File: src/rtl/sic_pkg.sv
package sic_pkg;

  // functional units
  localparam int NUNITS = 5;
  localparam logic [2:0] UNIT_INT   = 3'd0;
  localparam logic [2:0] UNIT_MULT1 = 3'd1;
  localparam logic [2:0] UNIT_MULT2 = 3'd2;
  localparam logic [2:0] UNIT_ADD   = 3'd3;
  localparam logic [2:0] UNIT_DIV   = 3'd4;
  localparam logic [2:0] NO_UNIT    = 3'd7;

  // opcodes
  localparam logic [2:0] OP_LD   = 3'd0;
  localparam logic [2:0] OP_MULD = 3'd1;
  localparam logic [2:0] OP_DIVD = 3'd2;
  localparam logic [2:0] OP_SUBD = 3'd3;
  localparam logic [2:0] OP_ADDD = 3'd4;

  // latency register indexes
  localparam logic [2:0] REG_LOAD_LAT = 3'd0;
  localparam logic [2:0] REG_MUL_LAT  = 3'd1;
  localparam logic [2:0] REG_DIV_LAT  = 3'd2;
  localparam logic [2:0] REG_SUB_LAT  = 3'd3;
  localparam logic [2:0] REG_ADD_LAT  = 3'd4;
  localparam int NLAT = 5;

  localparam logic [7:0] LOAD_LAT_RST = 8'd1;
  localparam logic [7:0] MUL_LAT_RST  = 8'd10;
  localparam logic [7:0] DIV_LAT_RST  = 8'd40;
  localparam logic [7:0] SUB_LAT_RST  = 8'd2;
  localparam logic [7:0] ADD_LAT_RST  = 8'd2;

  // architectural registers r1 .. NUM_REGS, the last is the base register
  localparam logic [3:0] NUM_REGS = 4'd13;

  typedef enum logic [1:0] {
    PH_IDLE  = 2'd0,
    PH_READ  = 2'd1,
    PH_EXEC  = 2'd2,
    PH_WRITE = 2'd3
  } phase_t;

endpackage

File: src/rtl/scoreboard_issue_control.sv
// channel | dir | payload
// in_     | in  | tuser: instr_valid; tdata: opcode, dest_reg, src1_reg, src2_reg
// out_    | out | tuser: issued; tdata: issue_unit, read/done/write/busy masks
// cfg_    | in  | apb, latency registers at 4*i (load, mul, div, sub, add)
//
// one tick per transfer; a tick enters the input register and is evaluated from there
// into the output register, so one tick per clock is sustained while the output drains.
// the scoreboard update is a single pass of compare and select logic over five units.
// synchronous active-low reset empties both registers and idles all units.
// a stalled output holds its result; the input side keeps taking ticks as long as
// the output register is empty or being drained.
module scoreboard_issue_control
  import sic_pkg::*;
(
  input  logic        clk,
  input  logic        rst_n,
  // input channel
  input  logic        in_tvalid,
  output logic        in_tready,
  input  logic [15:0] in_tdata,   // opcode[2:0], dest_reg[6:3], src1_reg[10:7], src2_reg[14:11]
  input  logic        in_tuser,   // instr_valid[0]
  // result channel
  output logic        out_tvalid,
  input  logic        out_tready,
  output logic [23:0] out_tdata,  // issue_unit[2:0], read_mask[7:3], done_mask[12:8],
                                  // write_mask[17:13], busy_mask[22:18]
  output logic        out_tuser,  // issued[0]
  // configuration
  input  logic        cfg_psel,
  input  logic        cfg_penable,
  input  logic        cfg_pwrite,
  input  logic [4:0]  cfg_paddr,
  input  logic [31:0] cfg_pwdata,
  output logic [31:0] cfg_prdata,
  output logic        cfg_pready
);

  // latency registers
  logic [7:0] lat_r [NLAT];

  // input register
  logic       in_valid_r;
  logic       instr_valid_r;
  logic [2:0] op_r;
  logic [3:0] dest_in_r;
  logic [3:0] s1_in_r;
  logic [3:0] s2_in_r;

  // unit state
  logic [NUNITS-1:0] busy_r, busy_nxt;
  logic [NUNITS-1:0] rdy1_r, rdy1_nxt;
  logic [NUNITS-1:0] rdy2_r, rdy2_nxt;
  logic [3:0]        dest_r [NUNITS];
  logic [3:0]        dest_nxt [NUNITS];
  logic [3:0]        src1_r [NUNITS];
  logic [3:0]        src1_nxt [NUNITS];
  logic [3:0]        src2_r [NUNITS];
  logic [3:0]        src2_nxt [NUNITS];
  logic [2:0]        wait1_r [NUNITS];
  logic [2:0]        wait1_nxt [NUNITS];
  logic [2:0]        wait2_r [NUNITS];
  logic [2:0]        wait2_nxt [NUNITS];
  phase_t            phase_r [NUNITS];
  phase_t            phase_nxt [NUNITS];
  logic [7:0]        cd_r [NUNITS];
  logic [7:0]        cd_nxt [NUNITS];
  logic              add_sub_r, add_sub_nxt;

  // output register
  logic        out_valid_r;
  logic        issued_r;
  logic [2:0]  iunit_r;
  logic [4:0]  read_r, done_r, write_r, bmask_r;

  // tick results
  logic              issue_c;
  logic [2:0]        iunit_c;
  logic [NUNITS-1:0] read_c, done_c, write_c;

  logic advance;
  logic cfg_wr;
  logic [2:0] cfg_idx;

  assign advance    = in_valid_r && (!out_valid_r || out_tready);
  assign in_tready  = !in_valid_r || advance;
  assign cfg_pready = 1'b1;
  assign cfg_wr     = cfg_psel && cfg_penable && cfg_pwrite && cfg_pready;
  assign cfg_idx    = cfg_paddr[4:2];

  // register write
  always_ff @(posedge clk) begin
    if (!rst_n) begin
      lat_r[REG_LOAD_LAT] <= LOAD_LAT_RST;
      lat_r[REG_MUL_LAT]  <= MUL_LAT_RST;
      lat_r[REG_DIV_LAT]  <= DIV_LAT_RST;
      lat_r[REG_SUB_LAT]  <= SUB_LAT_RST;
      lat_r[REG_ADD_LAT]  <= ADD_LAT_RST;
    end else if (cfg_wr) begin
      case (cfg_idx)
        REG_LOAD_LAT: lat_r[REG_LOAD_LAT] <= cfg_pwdata[7:0];
        REG_MUL_LAT:  lat_r[REG_MUL_LAT]  <= cfg_pwdata[7:0];
        REG_DIV_LAT:  lat_r[REG_DIV_LAT]  <= cfg_pwdata[7:0];
        REG_SUB_LAT:  lat_r[REG_SUB_LAT]  <= cfg_pwdata[7:0];
        REG_ADD_LAT:  lat_r[REG_ADD_LAT]  <= cfg_pwdata[7:0];
        default: ;
      endcase
    end
  end

  // register read
  always_comb begin
    cfg_prdata = 32'd0;
    case (cfg_idx)
      REG_LOAD_LAT: cfg_prdata = {24'd0, lat_r[REG_LOAD_LAT]};
      REG_MUL_LAT:  cfg_prdata = {24'd0, lat_r[REG_MUL_LAT]};
      REG_DIV_LAT:  cfg_prdata = {24'd0, lat_r[REG_DIV_LAT]};
      REG_SUB_LAT:  cfg_prdata = {24'd0, lat_r[REG_SUB_LAT]};
      REG_ADD_LAT:  cfg_prdata = {24'd0, lat_r[REG_ADD_LAT]};
      default:      cfg_prdata = 32'd0;
    endcase
  end

  // input register
  always_ff @(posedge clk) begin
    if (!rst_n) begin
      in_valid_r <= 1'b0;
    end else if (in_tready) begin
      in_valid_r <= in_tvalid;
    end
  end

  always_ff @(posedge clk) begin
    if (in_tvalid && in_tready) begin
      instr_valid_r <= in_tuser;
      op_r          <= in_tdata[2:0];
      dest_in_r     <= in_tdata[6:3];
      s1_in_r       <= in_tdata[10:7];
      s2_in_r       <= in_tdata[14:11];
    end
  end

  // one scoreboard tick
  always_comb begin
    logic [3:0] s1, s2;
    logic [2:0] w1, w2, tgt;
    logic       tgt_ok, d_ok, waw, tgt_busy, war;
    logic [7:0] cd_dec, lat;

    busy_nxt    = busy_r;
    rdy1_nxt    = rdy1_r;
    rdy2_nxt    = rdy2_r;
    add_sub_nxt = add_sub_r;
    dest_nxt    = dest_r;
    src1_nxt    = src1_r;
    src2_nxt    = src2_r;
    wait1_nxt   = wait1_r;
    wait2_nxt   = wait2_r;
    phase_nxt   = phase_r;
    cd_nxt      = cd_r;
    read_c      = '0;
    done_c      = '0;
    write_c     = '0;
    issue_c     = 1'b0;
    iunit_c     = UNIT_INT;
    cd_dec      = 8'd0;

    // write result, held while another busy unit still has to read that register
    for (int u = 0; u < NUNITS; u++) begin
      war = 1'b0;
      for (int f = 0; f < NUNITS; f++) begin
        if (f != u && busy_r[f] &&
            ((src1_r[f] == dest_r[u] && rdy1_r[f]) ||
             (src2_r[f] == dest_r[u] && rdy2_r[f]))) begin
          war = 1'b1;
        end
      end
      write_c[u] = busy_r[u] && phase_r[u] == PH_WRITE && !war;
    end

    // execute countdown
    for (int u = 0; u < NUNITS; u++) begin
      if (busy_r[u] && phase_r[u] == PH_EXEC) begin
        cd_dec    = (cd_r[u] != 8'd0) ? cd_r[u] - 8'd1 : 8'd0;
        cd_nxt[u] = cd_dec;
        if (cd_dec == 8'd0) begin
          phase_nxt[u] = PH_WRITE;
          done_c[u]    = 1'b1;
        end
      end
    end

    // read operands
    for (int u = 0; u < NUNITS; u++) begin
      case (3'(u))
        UNIT_INT:   lat = lat_r[REG_LOAD_LAT];
        UNIT_MULT1: lat = lat_r[REG_MUL_LAT];
        UNIT_MULT2: lat = lat_r[REG_MUL_LAT];
        UNIT_ADD:   lat = add_sub_r ? lat_r[REG_SUB_LAT] : lat_r[REG_ADD_LAT];
        UNIT_DIV:   lat = lat_r[REG_DIV_LAT];
        default:    lat = 8'd1;
      endcase
      if (lat == 8'd0) lat = 8'd1;
      if (busy_r[u] && phase_r[u] == PH_READ &&
          wait1_r[u] == NO_UNIT && wait2_r[u] == NO_UNIT) begin
        phase_nxt[u] = PH_EXEC;
        rdy1_nxt[u]  = 1'b0;
        rdy2_nxt[u]  = 1'b0;
        cd_nxt[u]    = lat;
        read_c[u]    = 1'b1;
      end
    end

    // issue: target unit, source and destination lookups over the busy units
    tgt_ok = 1'b1;
    case (op_r)
      OP_LD:   tgt = UNIT_INT;
      OP_MULD: tgt = busy_r[UNIT_MULT1] ? UNIT_MULT2 : UNIT_MULT1;
      OP_DIVD: tgt = UNIT_DIV;
      OP_SUBD: tgt = UNIT_ADD;
      OP_ADDD: tgt = UNIT_ADD;
      default: begin
        tgt    = UNIT_INT;
        tgt_ok = 1'b0;
      end
    endcase
    d_ok = dest_in_r != 4'd0 && dest_in_r <= NUM_REGS;
    s1   = (s1_in_r <= NUM_REGS) ? s1_in_r : 4'd0;
    s2   = (s2_in_r <= NUM_REGS) ? s2_in_r : 4'd0;
    w1   = NO_UNIT;
    w2   = NO_UNIT;
    waw  = 1'b0;
    tgt_busy = 1'b0;
    for (int u = 0; u < NUNITS; u++) begin
      if (busy_r[u] && s1 != 4'd0 && dest_r[u] == s1) w1 = 3'(u);
      if (busy_r[u] && s2 != 4'd0 && dest_r[u] == s2) w2 = 3'(u);
      if (busy_r[u] && dest_r[u] == dest_in_r) waw = 1'b1;
      if (busy_r[u] && tgt == 3'(u)) tgt_busy = 1'b1;
    end
    issue_c = instr_valid_r && tgt_ok && d_ok && !tgt_busy && !waw;
    if (issue_c) iunit_c = tgt;
    for (int u = 0; u < NUNITS; u++) begin
      if (issue_c && tgt == 3'(u)) begin
        busy_nxt[u]  = 1'b1;
        dest_nxt[u]  = dest_in_r;
        src1_nxt[u]  = s1;
        src2_nxt[u]  = s2;
        wait1_nxt[u] = w1;
        wait2_nxt[u] = w2;
        rdy1_nxt[u]  = s1 != 4'd0 && w1 == NO_UNIT;
        rdy2_nxt[u]  = s2 != 4'd0 && w2 == NO_UNIT;
        phase_nxt[u] = PH_READ;
        cd_nxt[u]    = 8'd0;
      end
    end
    if (issue_c && tgt == UNIT_ADD) add_sub_nxt = op_r == OP_SUBD;

    // free units that wrote
    for (int u = 0; u < NUNITS; u++) begin
      if (write_c[u]) begin
        busy_nxt[u]  = 1'b0;
        dest_nxt[u]  = 4'd0;
        src1_nxt[u]  = 4'd0;
        src2_nxt[u]  = 4'd0;
        wait1_nxt[u] = NO_UNIT;
        wait2_nxt[u] = NO_UNIT;
        rdy1_nxt[u]  = 1'b0;
        rdy2_nxt[u]  = 1'b0;
        phase_nxt[u] = PH_IDLE;
        cd_nxt[u]    = 8'd0;
      end
    end

    // release waiters of the units that wrote
    for (int f = 0; f < NUNITS; f++) begin
      for (int u = 0; u < NUNITS; u++) begin
        if (write_c[u] && wait1_nxt[f] == 3'(u)) begin
          wait1_nxt[f] = NO_UNIT;
          rdy1_nxt[f]  = 1'b1;
        end
        if (write_c[u] && wait2_nxt[f] == 3'(u)) begin
          wait2_nxt[f] = NO_UNIT;
          rdy2_nxt[f]  = 1'b1;
        end
      end
    end
  end

  // unit state update, once per evaluated tick
  always_ff @(posedge clk) begin
    if (!rst_n) begin
      busy_r    <= '0;
      rdy1_r    <= '0;
      rdy2_r    <= '0;
      add_sub_r <= 1'b0;
      for (int u = 0; u < NUNITS; u++) begin
        dest_r[u]  <= 4'd0;
        src1_r[u]  <= 4'd0;
        src2_r[u]  <= 4'd0;
        wait1_r[u] <= NO_UNIT;
        wait2_r[u] <= NO_UNIT;
        phase_r[u] <= PH_IDLE;
        cd_r[u]    <= 8'd0;
      end
    end else if (advance) begin
      busy_r    <= busy_nxt;
      rdy1_r    <= rdy1_nxt;
      rdy2_r    <= rdy2_nxt;
      add_sub_r <= add_sub_nxt;
      dest_r    <= dest_nxt;
      src1_r    <= src1_nxt;
      src2_r    <= src2_nxt;
      wait1_r   <= wait1_nxt;
      wait2_r   <= wait2_nxt;
      phase_r   <= phase_nxt;
      cd_r      <= cd_nxt;
    end
  end

  // output register
  always_ff @(posedge clk) begin
    if (!rst_n) begin
      out_valid_r <= 1'b0;
    end else if (advance) begin
      out_valid_r <= 1'b1;
    end else if (out_tready) begin
      out_valid_r <= 1'b0;
    end
  end

  always_ff @(posedge clk) begin
    if (advance) begin
      issued_r <= issue_c;
      iunit_r  <= iunit_c;
      read_r   <= read_c;
      done_r   <= done_c;
      write_r  <= write_c;
      bmask_r  <= busy_nxt;
    end
  end

  assign out_tvalid = out_valid_r;
  assign out_tuser  = issued_r;
  assign out_tdata  = {1'b0, bmask_r, write_r, done_r, read_r, iunit_r};

  // checks
  logic dest_clash;
  logic wait_late;
  logic issue_not_busy;

  always_comb begin
    dest_clash = 1'b0;
    wait_late  = 1'b0;
    for (int u = 0; u < NUNITS; u++) begin
      for (int f = u + 1; f < NUNITS; f++) begin
        if (busy_r[u] && busy_r[f] && dest_r[u] == dest_r[f]) dest_clash = 1'b1;
      end
      if (busy_r[u] && (phase_r[u] == PH_EXEC || phase_r[u] == PH_WRITE) &&
          (wait1_r[u] != NO_UNIT || wait2_r[u] != NO_UNIT)) wait_late = 1'b1;
    end
    issue_not_busy = 1'b0;
    for (int u = 0; u < NUNITS; u++) begin
      if (issued_r && iunit_r == 3'(u) && !bmask_r[u]) issue_not_busy = 1'b1;
    end
  end

  a_unique_dest: assert property (@(posedge clk) disable iff (!rst_n) !dest_clash)
    else $error("two busy units share a destination");
  a_no_wait_after_read: assert property (@(posedge clk) disable iff (!rst_n) !wait_late)
    else $error("unit past operand read still waits on a writer");
  a_issue_busy: assert property (@(posedge clk) disable iff (!rst_n)
    out_valid_r |-> !issue_not_busy)
    else $error("issued unit not shown busy");
  a_read_write_apart: assert property (@(posedge clk) disable iff (!rst_n)
    out_valid_r |-> (read_r & write_r) == 5'd0)
    else $error("unit read and wrote in the same tick");
  a_take_when_empty: assert property (@(posedge clk) disable iff (!rst_n)
    !out_valid_r |-> in_tready)
    else $error("input stalled with empty output register");

endmodule
File: config.mk
export PLATFORM = sky130hd
export DESIGN_NAME = scoreboard_issue_control
export DESIGN_NICKNAME = d
export VERILOG_FILES = /design/src/rtl/sic_pkg.sv /design/src/rtl/scoreboard_issue_control.sv
export SDC_FILE = /design/constraint.sdc
export NUM_CORES = 1
export LEC_CHECK = 0
export BUFFER_PORTS_ARGS = -buffer_cell sky130_fd_sc_hd__buf_2
export CAP_MARGIN = 40
export CORE_UTILIZATION = 35
export CTS_CLUSTER_SIZE = 25
export DETAILED_ROUTE_END_ITERATION = 10
export PLACE_DENSITY_LB_ADDON = 0.12
export SLEW_MARGIN = 15
export SYNTH_ARGS = -nofsm -noshare
export SYNTH_HDL_FRONTEND = slang
export SYNTH_SLANG_ARGS = --single-unit
File: constraint.sdc
create_clock -name clk -period 8.7 [get_ports clk]
set_input_delay 0.87 -clock clk [delete_from_list [all_inputs] [get_ports clk]]
set_output_delay 0.87 -clock clk [all_outputs]
set_load 0.01 [all_outputs]
==> results list, run 1 <==
* Result of the run: completed
- The initial utilization of the core area, before any placement, comes to 35.6%.
- Based on the critical path, the design can be clocked at up to 0.245 GHz.
* Die Outline Area: 46000 µm²
- Antenna violations before repair: 0
* Post-CTS Resized: 0
* Largest voltage drop on the vdd net: 0.146 mV
* 1st-pass router iterations: 5
* Fin crit period: 4.08 ns
- The first global-routing pass estimated 83.3 mm of wire.
- Library cell occupying the most area in the post-synthesis netlist: dfxtp_1
- Setup Total Neg Slack: 0 ns
* Req. time, crit path: 9.14 ns
- Transition time at the pin with the least slew margin: 0.947 ns
* Via density per instance: 5.72
- Setup repair after global routing left no endpoint under its margin.
* Routability-driven placement congestion ratio: 0.901
- Via count: 14234
* Die height: 215 µm
* Type of origin of the critical path: register
- Endpoint class of the critical path: register
* Core area: 44400 µm²
* Later-pin clock latency in the skew report: 0.60 ns
- Number of antenna repair diodes: 0
- Worst Skew: 0.0293 ns
- The number of pins with negative max-slew slack in the final report came to 0.
- YS warnings: 0
- Timing analysis after detailed placement gives a worst setup slack of 4.27 ns.
- Entering global routing, the biggest net connects 57 pins.
- Via count of the first global-routing pass: 13614
- Worst max-slew margin expressed relative to the limit: 36.8%
- Critical path class: reg2reg
* Residual DRC: 0
- Final cycle utilization of the critical path: 46.9%
- The analysis attributes to cell leakage a power of 6.59 nW.
- The cell area that synthesis handed to floorplanning was 15800 µm².
* CTS clk-pin slew, worst paths: 0.06 ns
- The top cell type by area accounts for 20.0% of the synthesized area.
- Met2 wire length: 25.0 mm
- Distinct cell type count after synthesis: 85
* Top cells by area, synth: dfxtp_1 20%, edfxtp_1 15%, xnor2_1 7.8%, nand2_1 4.4%, mux2i_1 3.6%
- Critical path arrival: 4.52 ns
* CTS tree: built
- After the last flow step, the layout net total stands at 1943.
- Counting flops with a built-in enable in the synthesized netlist gives 80.
- Measured on the finished design, the core utilization comes to 39.6%.
- For this design the top-level I/O count stands at 121.
* Proportion of layout cells with a drive suffix above 1: 10.6%
- DPL Wire Length: 38.6 mm
- Total overflow reported by the global router: 0
* Number of antenna-violating nets in the routed design: 0
* 1st-iter DRT viols: 1165
- Counting every sink on the clock net gives 238.
- Hold_buf cts: 0
* Critical Path Fanout Max: 19
- Counting along the longest clock path gives a buffer depth of 3.
- In the layout the commonest cells are 185 x nand2_1, 158 x dfxtp_1, 141 x xnor2_1.
* Synth-to-Final Area Change: 11.4%
- Synthesis inferred 238 register bits.
- Met1 wire length: 24.7 mm
* Highest metal layer with signal wires: met4
- Part of the Yosys area used for sequential elements: 35.2%
- CTS root buffer: clkbuf_16
- The worst hold path belongs to the class in2reg.
- Post-CTS Setup Inserts: 0
- Mapped Cells: 1896
- In the synthesized netlist the async set-or-reset flop fraction comes to 0%.
* Number of buffers created by CTS: 31
* Finish-stage setup viols: 0
- Global routing used 23.3% of the available tracks across all layers.
- Power spread over the standard cell area amounts to 158 nW/µm².
- The routed design has 54.9 mm of wire.
- In this run the tool buffered the top-level ports with 67 buffer cells.
* Leading cell type in the layout, fill and taps excluded: nand2_1
* Max-cap violations: 0
- Dominant synthesized flop cell: dfxtp_1
* Hold violation total from the final report: 0
- In the final routed layout, each cell accounts on average for 22.0 µm.
* Floorplan row count: 77
- In the detailed route, the total length drawn on met3 is 3.16 mm.
- Total power after layout: 2.78 mW
- Mean post-synth cell area: 8.34 µm²
* Die boundary width: 215 µm
- Level count of the clock H-tree: 1
- Once routing completed, OpenROAD measured the worst setup slack at 4.62 ns.
per-stage QoR:
step,hold WS (ns),std cells,instance area [µm²]
5_1_grt,0.422,2489,17600
2_1_floorplan,0.454,1920,15900
3_3_place_gp,0.474,2408,16300
6_report,0.442,2489,17600
3_5_place_dp,0.482,2426,16400
4_1_cts,0.411,2484,17500
critical path, stage by stage (launching register included):
cell and delay (ns):
dfxtp_1 0.67, buf_6 0.23, xor2_1 0.16, nor4_1 0.11, nor4_1 0.67, nand3_1 0.14
buf_4 0.27, inv_1 0.48, a2bb2oi_1 0.48, nor3_1 0.10, a311oi_1 0.46, o211ai_1 0.14
final timing paths:
| path | cells past startpoint | slack (ns) | end | startpoint |
|---|---|---|---|---|
| worst min register to register | 2 | 0.49 | cd_r[9] | cd_r[9] |
| worst max register to register | 11 | 4.62 | wait1_r[12] | dest_r[17] |
| worst max-delay path | 11 | 4.62 | wait1_r[12] | dest_r[17] |
| worst min-delay path | 1 | 0.44 | s1_in_r[0] | in_tdata[7] |
final cells by class:
class	count	area, µm²
clock buffer	40	947
clock inverter	18	161
fill	4466	26800
inverter	42	158
multi-input combinational	1438	9220
sequential	238	5570
tap	592	741
timing repair buffer	121	811
kinds of logic after synthesis:
group | synth area share [%]
compound gates | 21.0
xor+xnor | 11.3
fa+ha+maj | 0.792
buf+inv | 7.20
flops | 35.2
mux | 3.89
other cells | 0.0475
simple gates | 20.6
per-layer routing:
metal	track usage [%]	up-vias
met2	38.0	524
met3	2.74	125
met4	9.48	0
met5	0	-
met1	31.2	6857
li1	-	6728
state kept, by name, indices dropped and copies added (netlist names), 4 cells and up:
signal and flops:
cd_r 40, lat_r 40, dest_r 20, src1_r 20
src2_r 20, wait1_r 15, wait2_r 15, phase_r 10
bmask_r 5, busy_r 5, done_r 5, rdy1_r 5
rdy2_r 5, read_r 5, write_r 5, dest_in_r 4
s1_in_r 4, s2_in_r 4
Yosys cell counts (9+ instances only):
library cell	n
nand2_1	185
dfxtp_1	158
xnor2_1	141
nor2_1	114
o21ai_0	98
nand3_1	95
a21oi_1	93
clkbuf_1	90
edfxtp_1	80
xor2_1	63
buf_2	62
mux2i_1	57
nor3_1	50
inv_1	41
nor2b_1	35
buf_4	34
nor4_1	34
a21boi_0	30
o22ai_1	30
or3_1	27
a31oi_1	24
a22oi_1	22
a22o_1	21
o211ai_1	19
and2_1	18
a32o_1	16
nand2b_1	16
o21a_1	14
and3_1	13
buf_1	12
a211oi_1	11
a21o_1	11
ha_1	10
nor4b_1	10
o31ai_1	10
a2bb2oi_1	9
nand3b_1	9
o2bb2ai_1	9
power by group:
group	switching, mW	internal, mW
clock network	0.542	0.829
registers	0.0413	1.18
logic	0.127	0.0662
total	0.711	2.07
Power figures use the tool's default switching activity.
==> run 2: changes to the inputs <==
==> constraint.sdc (replaced) <==
create_clock -name clk -period 4 [get_ports clk]
set_input_delay 0.4 -clock clk [delete_from_list [all_inputs] [get_ports clk]]
set_output_delay 0.4 -clock clk [all_outputs]
set_load 0.01 [all_outputs]
==> run 2 against run 1 <==
  * Global-route usage grew 0.51 points
  * Critical path depth fell by 1
  * Maximum frequency up 7.0%
  * Sequential share of layout area decreased by 0.73 points
  * Routed wire length grew 1.8%
  * First-iteration DRC count down 3.6%
  * Clock skew is 0.014 ns lower
  * Total power increased by 120%
  * Hold slack worse by 0.39 ns
  * Largest cell class unchanged
==> results list, run 2 (synthesis gave the netlist of run 1 again) <==
- Fmax: 0.262 GHz
- The post-route netlist has 12.5% of its cells at a drive strength greater than 1.
* Die Outline Area: 46000 µm²
- Hold path depth: 3
* Non-Filler Instances: 2550
- Measured along the x axis, the die boundary spans 215 µm.
- Result of the run: completed
- At the pin with the least slew margin, the transition time is 0.892 ns.
- TritonCTS created 30 clock buffers.
* Launch point of the worst reg-to-reg path: dest_in_r[3]
- The worst setup path is launched from a register.
- Routability-driven placement congestion ratio: 0.899
- Req. time, crit path: 4.46 ns
- The number of hold violations in the final report is 0.
* CTS clk-pin slew, worst paths: 0.06 ns
- 1st-iter DRT viols: 1123
- Highest-count cells in the layout ignoring fill and taps: 185 x nand2_1, 158 x dfxtp_1, 141 x xnor2_1
- Critical path class: reg2reg
- IO buf count: 67
* Critical-path cell list: xor2_1 > nor3_1 > a311o_1 > or2_2 > inv_1 > nor3_1 > a21oi_1 > buf_4 > and3_1 > o21a_1
* Largest registers in the final layout: cd_r: 40 flops, lat_r: 40 flops
- In this run the clock root is driven by a clkbuf_16.
- Leaving out fill and tap cells, the most frequent cell in the layout is nand2_1.
- Critical path arrival: 4.27 ns
* Synth-to-Final Area Change: 14.0%
* Number of antenna repair diodes: 0
- Start point of the worst hold path: in_tvalid
* Total track usage: 23.8%
- The tree built by TritonCTS fans out to 238 sinks.
- The final layout contains 2006 nets.
- Once the clock tree was built, the setup fixing pass inserted 0 buffers.
- Utilization after layout: 40.6%
- Headroom to the max-slew limit came out at 40.1%.
- Registers take 5570 µm².
- The initial utilization of the core area, before any placement, comes to 35.6%.
- The number of global-route vias before repair is 13781.
- Worst Skew: 0.0157 ns
- Using the TritonRoute via totals, the vias-per-cell ratio works out to 5.69.
- Fin. max-slew vios: 0
* Total power after layout: 5.99 mW
- Max-cap violations in this run came to 0.
- Die height: 215 µm
- The initial antenna violation count is 0.
- Drt wl/cell: 21.9 µm
- The longest clock path from root to sink contains 3 buffers.
- Summed over all failing endpoints, the final setup total negative slack is 0 ns.
* Power density over the cells: 332 nW/µm²
- The analysis attributes to cell leakage a power of 6.85 nW.
- For flop-to-flop paths, the worst setup slack is 0.19 ns.
- Summing all multi-input logic gate instances after layout gives 9220 µm².
- The worst hold path terminates at in_valid_r.
- Via count: 14508
* Total overflow reported by the global router: 0
* CTS tree: built
* Fin crit period: 3.81 ns
- In this run, placement finished with an instance count of 2479.
- After detailed routing, the number of remaining DRC violations is 0.
- Core area: 44400 µm²
* Floorplan row count: 77
- Worst Reg-to-Reg Cells: 10
- Level count of the clock H-tree: 1
- In this run the worst path has a maximum fanout of 12.
- Hold crit path type: in2reg
- Final cycle utilization of the critical path: 95.3%
- The worst setup path is captured at a register.
- Critical R2R Capture: cd_r[3]
* Ports: 121
* Maximum number of pins on one net before global-route repair: 58
- At the later pin of the worst-skew pair, clock insertion delay measures 0.58 ns.
* Most frequent cell on the critical path: nor3_1
- The first global-routing pass estimated 84.9 mm of wire.
* Largest incremental delay on the critical path: 0.67 ns
* Setup repair after global routing missed its margin: false
- For this design, the slowest cell found on the critical path is edfxtp_1.
- Summed over all layers, the routed wires come to 55.9 mm.
* Count of filler cells inserted in the layout: 4489
* Number of antenna-violating nets in the routed design: 0
* Largest voltage drop on the vdd net: 0.254 mV
* 1st-pass router iterations: 6
- Summed over all nets, the half-perimeter wirelength after detailed placement is 40.3 mm.
- Setup violations remaining at the end of the flow were counted as 0.
run 2: changes by cell type in the layout (fill, tap and decap cells not counted), moves of 2 or more:
cell,previous run,this run
buf_2,69,67
buf_6,3,0
clkinv_2,6,1
clkbuf_1,2,7
buf_4,39,101
clkbuf_8,1,3
inv_6,3,0
clkbuf_16,37,35
clkinv_1,4,1
dlygate4sd3_1,0,16
buf_8,9,0
run 2: per-stage QoR:
stage                     setup WS [ns]  area (µm²)  hold slack, ns
after detailed placement          0.306       16800           0.478
after CTS                         0.271       18000          0.0386
after global routing             0.0361       18000          0.0442
final                             0.189       18000          0.0519
after floorplan                    1.18       15900           0.454
after global placement            0.308       16800           0.472
run 2: cell type report:
type | count | area share [%]
inverter | 42 | 0.875
clock inverter | 9 | 0.639
timing repair buffer | 185 | 7.07
clock buffer | 46 | 5.28
multi-input combinational | 1438 | 51.1
tap | 592 | 4.11
sequential | 238 | 30.9
run 2: routing by layer:
layer | GRT usage (%) | part of all wire, %
met1 | 32.3 | 45
met2 | 39.4 | 47
met3 | 2.20 | 5.4
met4 | 8.10 | 3.0
met5 | 0 | 0
run 2: power by group:
part / leakage [nW] / internal (mW) / switching (mW) / total, mW
logic: 4.28 / 0.162 / 0.281 / 0.444
clock network: 0.515 / 1.77 / 1.13 / 2.90
registers: 2.05 / 2.56 / 0.0895 / 2.65
total: 6.85 / 4.49 / 1.50 / 5.99
run 2: worst max path at each step:
stage,startpoint,endpoint,cells past startpoint
after floorplan,op_r[1],rdy1_r[1],10
after global placement,dest_in_r[3],cd_r[3],10
after detailed placement,dest_in_r[3],cd_r[3],10
after CTS,dest_in_r[3],cd_r[3],10
after global routing,dest_in_r[3],cd_r[11],11
final,dest_in_r[3],cd_r[3],10
run 2: critical path, delay by kind of cell, from the launching register on:
family / cells / cell delay (ns)
simple gates: 4 / 1.49
buf+inv: 2 / 0.39
flops: 1 / 0.67
compound gates: 3 / 0.89
xor+xnor: 1 / 0.24
run 2: what timing repair did:
action | 4_1_cts | 5_1_grt
resized for setup | 0 | 0
endpoints found under the hold margin | 16 | 0
setup endpoints to repair | 0 | 0
hold buffers | 16 | 0
==> run 3: changes to the inputs <==
--- a/config.mk
+++ b/config.mk
@@ -5,6 +5,7 @@
 export SDC_FILE = /design/constraint.sdc
 export NUM_CORES = 1
 export LEC_CHECK = 0
+export ABC_AREA = 1
 export BUFFER_PORTS_ARGS = -buffer_cell sky130_fd_sc_hd__buf_2
 export CAP_MARGIN = 40
 export CORE_UTILIZATION = 35
==> run 3 against run 2 <==
  * Synthesized area increased by 2.0%
  * Final cell count grew 23%
  * Register-to-register slack improved by 0.45 ns
  * Total power rose by 0.77%
  * Core utilization decreased by 0.15 points
  * Cell area increased by 1.8%
  * Sequential power about the same
  * Via count grew 17%
  * Routed wire length increased by 9.3%
  * Die area is 2.0% higher
  * Critical path type unchanged
  * Critical endpoint is now src1_r[1]
  * Largest cell class unchanged
==> results list, run 3 <==
- The flow ran to the end, and the final reports show no timing, DRC or antenna violations.
- Cells with a size suffix above 1 make up 13.1% of the layout.
* Number of antenna repair diodes: 0
- Die height: 217 µm
- Entering global routing, the biggest net connects 65 pins.
- Die boundary width: 217 µm
- In this run the cell area measured after placement is 17200 µm².
* Hold violation total from the final report: 0
- The share of total power dissipated in sequential elements is 44.1%.
* Maximum root-to-sink buffer count: 3
- For this run, the number of Yosys warnings is 0.
* Wire length of the first global-routing pass: 93.7 mm
- Routability-driven placement congestion ratio: 0.978
* Largest incremental delay on the critical path: 0.81 ns
* Die Outline Area: 46900 µm²
* Worst max-slew margin expressed relative to the limit: 45.0%
- Transition time at the pin with the least slew margin: 0.818 ns
- STA puts the critical path data arrival time at 3.86 ns.
* Number of buffers created by CTS: 29
- Post-synth top area share: 19.6%
- Combinational logic burns 11.6% of the power.
- Dividing the final minimum period by the clock period gives 83.9%.
- Ports: 121
* Share of async-settable or async-resettable flops after synthesis: 0%
- Via density per instance: 5.38
- The worst setup path is captured at a register.
- Critical R2R Capture: src1_r[1]
- The internal power of the cells totals 4.34 mW.
- Largest voltage drop on the vdd net: 0.363 mV
* Fin crit period: 3.36 ns
- Leakage power total: 8.16 nW
* Drt wl/cell: 19.4 µm
- The initialized floorplan defines 78 standard-cell rows.
* Level count of the clock H-tree: 1
* CTS tree: built
* Post-CTS Setup Inserts: 0
- In this run, post-CTS hold repair placed 16 buffers.
- In this run the worst path has a maximum fanout of 17.
- The analysis attributes to net switching a power of 1.69 mW.
* Setup repair after global routing missed its margin: false
- 1st-iter DRT viols: 1519
* Distinct cell type count after synthesis: 65
- The critical path ends at src1_r[1].
- Worst Reg-to-Reg Cells: 12
- Compared with the post-synthesis result, the final layout area differs by 13.7%.
- The mapped netlist covers 16100 µm².
* Slowest-stage cell, CP: dfxtp_1
- The startpoint identified for the worst hold timing path is in_tvalid.
* Total overflow reported by the global router: 0
- In the layout the commonest cells are 622 x nand2_1, 280 x nor2_1, 240 x inv_1.
- Launch point of the worst reg-to-reg path: dest_r[3]
- Critical path class: reg2reg
* CTS clk-pin slew, worst paths: 0.06 ns
- Final standard cell area without fillers: 18300 µm²
- The largest registers in the layout are cd_r: 40 flops, lat_r: 40 flops.
- In the routed design, unresolved DRC markers number 0.
- The tool flagged a number of max-cap violations equal to 0.
- Setup slack after layout: 0.642 ns
* WL final: 61.1 mm
- Post-CTS Resized: 0
- After synthesis, the cell types taking the most area are dfxtp_1 20%, edfxtp_1 15%, nand2_1 14%, nor2_1 6.5%, inv_1 5.6%.
* Reg-to-reg setup timing slack: 0.64 ns
- STA classifies the critical path startpoint as a register.
* Fin. max-slew vios: 0
- Global routing used 25.8% of the available tracks across all layers.
- Clock Sink Count: 238
* Part of the Yosys area used for sequential elements: 34.5%
- Core area: 45400 µm²
* Antenna violations before repair: 0
- The synthesized design spends more area on one cell type than any other, namely dfxtp_1.
- After synthesis, the mean cell area works out to 6.64 µm².
- Number of antenna-violating nets in the routed design: 0
* Worst Skew: 0.0257 ns
- Hold crit path type: in2reg
- Mapped Cells: 2428
- CTS placed an instance of clkbuf_16 at the clock tree root.
* Top post-synthesis cells by count: 622 x nand2_1, 280 x nor2_1, 240 x inv_1
- Count of flip-flops with a built-in enable after synthesis: 80
- Critical-path cell list: o21ai_0 > nor2_1 > nand3_1 > a21oi_1 > nor2_1 > nand2_1 > inv_2 > nor2_1 > inv_1 > a21oi_1 > clkinv_1 > o22ai_1
- After synthesis the netlist holds a flip-flop and latch count of 238.
- Via count of the first global-routing pass: 16180
* Dominant synthesized flop cell: dfxtp_1
- Fmax: 0.298 GHz
- Power density over the cells: 329 nW/µm²
* Leading cell type in the layout, fill and taps excluded: nand2_1
* Post-Place Worst Slack: 0.748 ns
- The net count of the finished layout is 2590.
* DPL Wire Length: 45.4 mm
- The count of buffers added on input and output ports is 67.
- Relative contribution of the clock network to total power: 44.3%
- Adding up every negative setup slack in the final design gives 0 ns.
* Later-pin clock latency in the skew report: 0.60 ns
* Switching Share: 28.1%
- Setup violations remaining at the end of the flow were counted as 0.
* 1st-pass router iterations: 5
- Fin Hold WS: 0.0952 ns
* Leading cell type by number of instances after synthesis: nand2_1
- Critical path startpoint: dest_r[3]
- The cell that appears most often on the critical path is nor2_1.
* Initial standard-cell utilization of the core: 35.5%
- Req. time, crit path: 4.50 ns
* Via count: 16915
==> run 3: cell count changes after synthesis, moves of 56 or more <==
cell and change:
nand2_1 +437, inv_1 +199, nor2_1 +166, xnor2_1 -102, nand3_1 +64, mux2i_1 -56
==> run 3: worst min path at each step <==
| stage | slack [ns] | cells after the start | end |
|---|---|---|---|
| floorplan | 0.44 | 2 | wait1_r[2] |
| global placement | 0.45 | 2 | cd_r[31] |
| detailed placement | 0.45 | 2 | cd_r[24] |
| CTS | 0.08 | 3 | in_valid_r |
| global route | 0.09 | 3 | in_valid_r |
| finish | 0.1 | 3 | in_valid_r |
==> run 3: power by group through the flow <==
stage                     clock, mW  sequential [mW]  combinational [mW]
after floorplan                   0             2.68               0.478
after global placement            0             2.71               0.674
after detailed placement          0             2.71               0.679
after CTS                      2.74             2.66               0.693
after global routing           2.84             2.67               0.775
final                          2.67             2.66               0.703
==> run 3: kinds of logic after synthesis <==
family                   synth area share [%]
AND/OR/NAND/NOR                          34.1
AO/OA/AOI/OAI                            16.3
buffers and inverters                    11.0
flip-flops                               34.5
XOR/XNOR                                 3.31
adder cells (fa/ha/maj)                 0.776
other                                  0.0466
multiplexers                           0.0621
==> run 3: layer usage <==
| metal | GRT usage [%] | wire length, µm |
|---|---|---|
| met1 | 35.3 | 27400 |
| met4 | 8.90 | 1860 |
| met3 | 4.53 | 5070 |
| met2 | 40.5 | 26800 |
| met5 | 0 | 0 |
==> run 3: area by class of cell <==
class | instances | area [µm²]
multi-input combinational | 1801 | 8880
clock buffer | 35 | 800
sequential | 238 | 5570
fill | 4825 | 27000
tap | 600 | 751
inverter | 289 | 1090
timing repair buffer | 160 | 1100
clock inverter | 19 | 156
==> run 3: per-stage QoR <==
stage | std cells | utilization (%) | power (mW)
CTS | 3142 | 40.4 | 6.09
global route | 3142 | 40.4 | 6.28
floorplan | 2452 | - | 3.16
detailed placement | 3072 | 38.0 | 3.39
global placement | 3070 | 37.9 | 3.39
finish | 3142 | 40.4 | 6.04
==> run 3: critical path: cells and delay by family, from the launching register on <==
kind	cells	cell delay (ns)
compound gates	4	1.00
flops	1	0.81
simple gates	5	0.73
buf+inv	3	0.72
